===== src/cmem_pkg.sv =====
// Shared types and codes for the compare-exchange memory engine.
// No dependencies.
package cmem_pkg;

  localparam int unsigned WordW  = 64;
  localparam int unsigned IdxW   = 10;
  localparam int unsigned CountW = 11;
  localparam int unsigned CmpW   = 16;

  localparam logic [CountW-1:0] WordCountReset = 11'd1024;

  localparam logic [1:0] REQ_LOAD = 2'd0;
  localparam logic [1:0] REQ_CMPX = 2'd1;
  localparam logic [1:0] REQ_READ = 2'd2;

  localparam logic [CmpW-1:0] CMP_SWAP_GT = 16'd0;
  localparam logic [CmpW-1:0] CMP_SWAP_LT = 16'd1;

  localparam logic [1:0] ST_OK        = 2'd0;
  localparam logic [1:0] ST_BAD_TYPE  = 2'd1;
  localparam logic [1:0] ST_BAD_INDEX = 2'd2;

  typedef struct packed {
    logic capture;
    logic rd_en;
    logic wr_first;
    logic wr_second;
    logic finish;
  } cmem_cmd_t;

  typedef struct packed {
    logic do_load;
    logic do_cmpx;
    logic do_read;
    logic swap_hit;
    logic out_free;
  } cmem_stat_t;

endpackage


===== src/cmem_ctrl.sv =====
// Sequencer for the compare-exchange memory engine.
// Depends on cmem_pkg for the command and status structs.
module cmem_ctrl import cmem_pkg::*; (
  input  logic       clk_i,
  input  logic       rst_ni,
  input  logic       in_valid_i,
  output logic       in_ready_o,
  input  cmem_stat_t stat_i,
  output cmem_cmd_t  cmd_o
);

  localparam logic [2:0] S_IDLE = 3'd0;
  localparam logic [2:0] S_EXEC = 3'd1;
  localparam logic [2:0] S_CMP  = 3'd2;
  localparam logic [2:0] S_WR2  = 3'd3;
  localparam logic [2:0] S_DONE = 3'd4;

  logic [2:0] state_q, state_d;

  always_ff @(posedge clk_i or negedge rst_ni) begin
    if (!rst_ni) begin
      state_q <= S_IDLE;
    end else begin
      state_q <= state_d;
    end
  end

  always_comb begin
    state_d    = state_q;
    cmd_o      = '0;
    in_ready_o = 1'b0;
    case (state_q)
      S_IDLE: begin
        in_ready_o = 1'b1;
        if (in_valid_i) begin
          cmd_o.capture = 1'b1;
          state_d       = S_EXEC;
        end
      end
      S_EXEC: begin
        if (stat_i.do_load) begin
          cmd_o.wr_first = 1'b1;
          state_d        = S_DONE;
        end else if (stat_i.do_cmpx || stat_i.do_read) begin
          cmd_o.rd_en = 1'b1;
          state_d     = S_CMP;
        end else begin
          state_d = S_DONE;
        end
      end
      S_CMP: begin
        if (stat_i.do_cmpx && stat_i.swap_hit) begin
          cmd_o.wr_first = 1'b1;
          state_d        = S_WR2;
        end else begin
          state_d = S_DONE;
        end
      end
      S_WR2: begin
        cmd_o.wr_second = 1'b1;
        state_d         = S_DONE;
      end
      S_DONE: begin
        if (stat_i.out_free) begin
          cmd_o.finish = 1'b1;
          state_d      = S_IDLE;
        end
      end
      default: begin
        state_d = S_IDLE;
      end
    endcase
  end

endmodule


===== config.mk =====
export PLATFORM = sky130hd
export DESIGN_NAME = cmem_ctrl
export DESIGN_NICKNAME = d
export VERILOG_FILES = /design/src/cmem_pkg.sv /design/src/cmem_ctrl.sv
export SDC_FILE = /design/constraint.sdc
export NUM_CORES = 1
export LEC_CHECK = 0
export BUFFER_PORTS_ARGS = -buffer_cell sky130_fd_sc_hd__buf_2
export CAP_MARGIN = 0
export CORE_AREA = 2 2 39 41
export CTS_CLUSTER_DIAMETER = 150
export DETAILED_ROUTE_END_ITERATION = 12
export DIE_AREA = 0 0 41 43
export PLACE_DENSITY_LB_ADDON = 0.05
export SYNTH_ARGS = -nofsm -noshare
export SYNTH_HDL_FRONTEND = slang
export SYNTH_SLANG_ARGS = --single-unit

===== constraint.sdc =====
create_clock -name clk_i -period 1 [get_ports clk_i]
set_input_delay 0.2 -clock clk_i [delete_from_list [all_inputs] [get_ports clk_i]]
set_output_delay 0.2 -clock clk_i [all_outputs]
set_load 0.03 [all_outputs]

# --- Word level (Yosys, flattened, before mapping) ---
# Cells that the tools add are included.
# Widths: inputs -> output; s select.
word_totals:
  regBits: 3
  output_inout_bits: 6
  wordCells: 29
op_classes:
  n_eq_ne: 6
  n_mux: 18
  n_reduce_logical: 4
op_table:
  columns: ["operator", "count"]
  rows:
  - ["$mux 3", 5]
  - ["$pmux 3 s5", 1]
  - ["$mux 1", 11]
  - ["$eq 3x2->1 const B", 2]
  - ["$ne 2x2->1 const B", 2]
  - ["$eq 3x1->1 const B", 1]
  - ["$eq 3x3->1 const B", 1]
  - ["$logic_not 3->1", 1]
  - ["$pmux 1 s2", 1]
  - ["$reduce_and 2->1", 1]
  - ["$logic_and 1x1->1", 1]
  - ["$logic_or 1x1->1", 1]

# --- Depth between registers and ports, before layout ---
logic_depth:
  word_depth: 4
  mapped_depth: 3

# --- Worst setup path after synthesis ---
# OpenSTA, ideal clock, no wires.
synth_timing:
  path_kind: "register to register"
  from: "register state_q[1]"
  to: "register state_q[0]"
  setup_time_ps: 78
  arrival_time_ps: 1735
  t_required_ps: 922
  path_slack_ps: -813
  path_stages_with_launch: 4
  path_buffers: 0
  cell_sequence: "dfrtp_1 -> nor3_1 -> and2_1 -> o21bai_1"
synth_between:
  elab_chain_len: 3
  word_cells_on_any_way: 9
  cone_classes: "eq/ne (6); mux (1); reduce/logical (2)"
synth_rtl:
  columns: ["item", "line", "source"]
  rows:
  - ["start, declared", "cmem_ctrl.sv:18", "logic [2:0] state_q, state_d;"]
  - ["start signal, assigned", "cmem_ctrl.sv:24", "state_q <= state_d;"]
  - ["$eq 3x3->1 / $logic_not 3->1 (equally long branches)", "cmem_ctrl.sv:32", "case (state_q)"]
  - ["$ne 2x2->1 (no source line)", null, null]
  - ["$reduce_and 2->1 (no source line)", null, null]
# Parallel ways exist; a longest one is shown, timed or not.
# A chain may end at the register's enable or synchronous reset.

==> results.toml <==
[status]
status = "finished, violations left"
violations = "setup timing"

[critical_path]
worst_setup_path_start_kind = "flip-flop"
cp_slowest_cell = "dfrtp_2"
worstSetupPathType = "flip-flop to primary output"
end_kind = "primary output"
crit_family = "simple AND/OR/NAND/NOR gates"
slowest_delay_ps = 430
crit_arrival_ps = 1280
crit_path_max_fanout = 5
worstPathCellList = "or3_4 -> nor2_4 -> buf_6"
path_buf_inv = 1
required_ps = 800

[floorplanning]
start_util_pct = 13.92
std_cell_rows = 14
core-area_mm2 = 0.001384
die_x_um = 41
design.die.area_mm2 = 0.001763
io_pins = 14
fp.dieH_um = 43

[clock_network]
cts_tree = "yes"
cts-htree-levels = 1
cts_sinks = 3
clockBufferDepth = 2
cts_buffers = 3
insertion_delay_ps = 230
root_buffer = "clkbuf_4"
clk_pin_slew_ps = 40

[timing]
worst_clock_skew_ps = 0.9191
finalCritPeriodShare_pct = 147.8
finalHoldViolCount = 0
setup_viol = 9
fin_crit_ps = 1478
fin_ws_ps = -477.6
rsz0062_at_grt = "true"
finalMaxSlewViolations = 0
fmax_ghz = 0.6768
relSlewSlack_pct = 86.55
tightest_slew_ps = 201.4

[drt]
num_vias = 306
first_pass_iters = 3
wl_per_cell_um = 9.658
drc = 0
drt-vias-per-instance = 4.026
drt_iter0_drc = 4
antenna_left = 0
wl_um = 734

[pwr]
powerDensity_mw_per_mm2 = 2434
ir_drop_mv = 1.158
power.leakage_nw = 0.2659

[grt]
grt_pass1_vias = 300
grt_use_total_pct = 10.62
antenna_found_initial = 0
grt_max_degree = 6
grt_pass1_wl_um = 1166
overflow = 0

[finish]
final_cell_mix = "buf_4, buf_6, buf_2"
multi_input_area_um2 = 178.9
drive_gt1_share_pct = 85.00
areaGrowthSynthToFinish_pct = 201.9
final_util_pct = 42.04
regArea_um2 = 78.83
largest_register_ffs = 3
final_common_cell = "buf_4"
num_antenna_cells = 0
top_regs = "state_q (3)"
nets = 69
largest_register = "state_q"
nFillCells = 142

[synth]
ys_warn_count = 0
syn_avg_cell_area_um2 = 8.758
syn_nets = 30
synth_cells = 22
synth_cell_types = 16
synth_sequential_area_ratio_pct = 38.96
syn_area_um2 = 192.7
ys_ff_latch = 3

[place]
place_congestion = 0.6916
place_ws_ps = -303.2
dpl.hpwl_um = 526.8
portBuffers = 13

[run]
drv_cap = 0

[worst_hold_path]
hold_path_class = "primary input to flip-flop"
[worst register-to-register path, delay by kind of cell (launching register included)]
kind	cells	cell delay (ps)
buffers and inverters	1	140
flip-flops	1	430
AO/OA/AOI/OAI	1	120
AND/OR/NAND/NOR	1	390
[repair_timing]
item                                    in CTS  in global routing
pin swaps                                    6                  5
endpoints found under the setup margin       9                  9
setup buffers                                5                  4
endpoints found under the hold margin        3                  0
gates resized for setup                     15                  4
hold buffers                                 1                  0
[final timing paths]
path | from | endpoint | slack, ps | depth (start not counted)
max | state_q[1] | cmd_o[3] | -480 | 3
min | stat_i[0] | state_q[2] | 170 | 2
max reg2reg | state_q[1] | state_q[1] | -170 | 3
min reg2reg | state_q[0] | state_q[2] | 710 | 4
max in group asynchronous | rst_ni | state_q[2] | 590 | 2
min in group asynchronous | rst_ni | state_q[0] | 300 | 2
[metal layers]
layer  vias up  wire length (um)  share of wire (%)  global-route usage, %
met5         -                 0                  0                      0
met2        11               400                 54                  13.75
met3         0                39                5.3                  3.141
met4         0                 0                  0                  12.00
met1       138               294                 40                  12.14
li1        157                 -                  -                      -
[logic make-up after synthesis]
kind of cell           after synthesis  share of synthesized area [%]
AOI/OAI and AO/OA                    6                          22.08
buffers and inverters                1                          1.946
and+or+nand+nor                     12                          37.01
DFF                                  3                          38.96
[final cells by class]
| cell class | instances | share of cell area [%] |
|---|---|---|
| Tap cell | 16 | 3.441 |
| Inverter | 1 | 0.6452 |
| Multi-Input combinational cell | 18 | 30.75 |
| Clock buffer | 4 | 4.516 |
| Sequential cell | 3 | 13.55 |
| Timing Repair Buffer | 34 | 47.10 |
[synthesized netlist by cell type]
cell,number,area [um2]
dfrtp_1,3,75.07
nor2_1,3,11.26
nand3b_1,2,15.01
o21bai_1,2,15.01
a21oi_1,1,5.000
a21oi_2,1,8.760
a22oi_1,1,7.510
and2_1,1,6.260
and3_1,1,6.260
inv_2,1,3.750
nand2_1,1,3.750
nand2b_1,1,6.260
nand4_1,1,6.260
nor3_1,1,5.000
o22ai_1,1,6.260
or3_4,1,11.26
[power breakdown]
part           switching (W)  internal (W)  total, W
Sequential         0.0000564      0.000170  0.000226
Combinational       0.000427      0.000548  0.000975
Clock              0.0000656      0.000150  0.000215
[stage by stage]
stage / TNS [ps] / instance area, um2 / std cells / total power [W] / hold slack (ps)
detailed placement: -1569 / 409.1 / 62 / 0.0009071 / -1.939
CTS: -3037 / 536.8 / 72 / 0.001354 / 165.1
floorplan: -1076 / 241.5 / 22 / 0.0006351 / -95.59
global placement: -1604 / 409.1 / 62 / 0.0009139 / -4.829
finish: -2926 / 581.8 / 76 / 0.001416 / 173.4
global route: -3525 / 581.8 / 76 / 0.001528 / 176.4
Power figures use the tool's default switching activity.
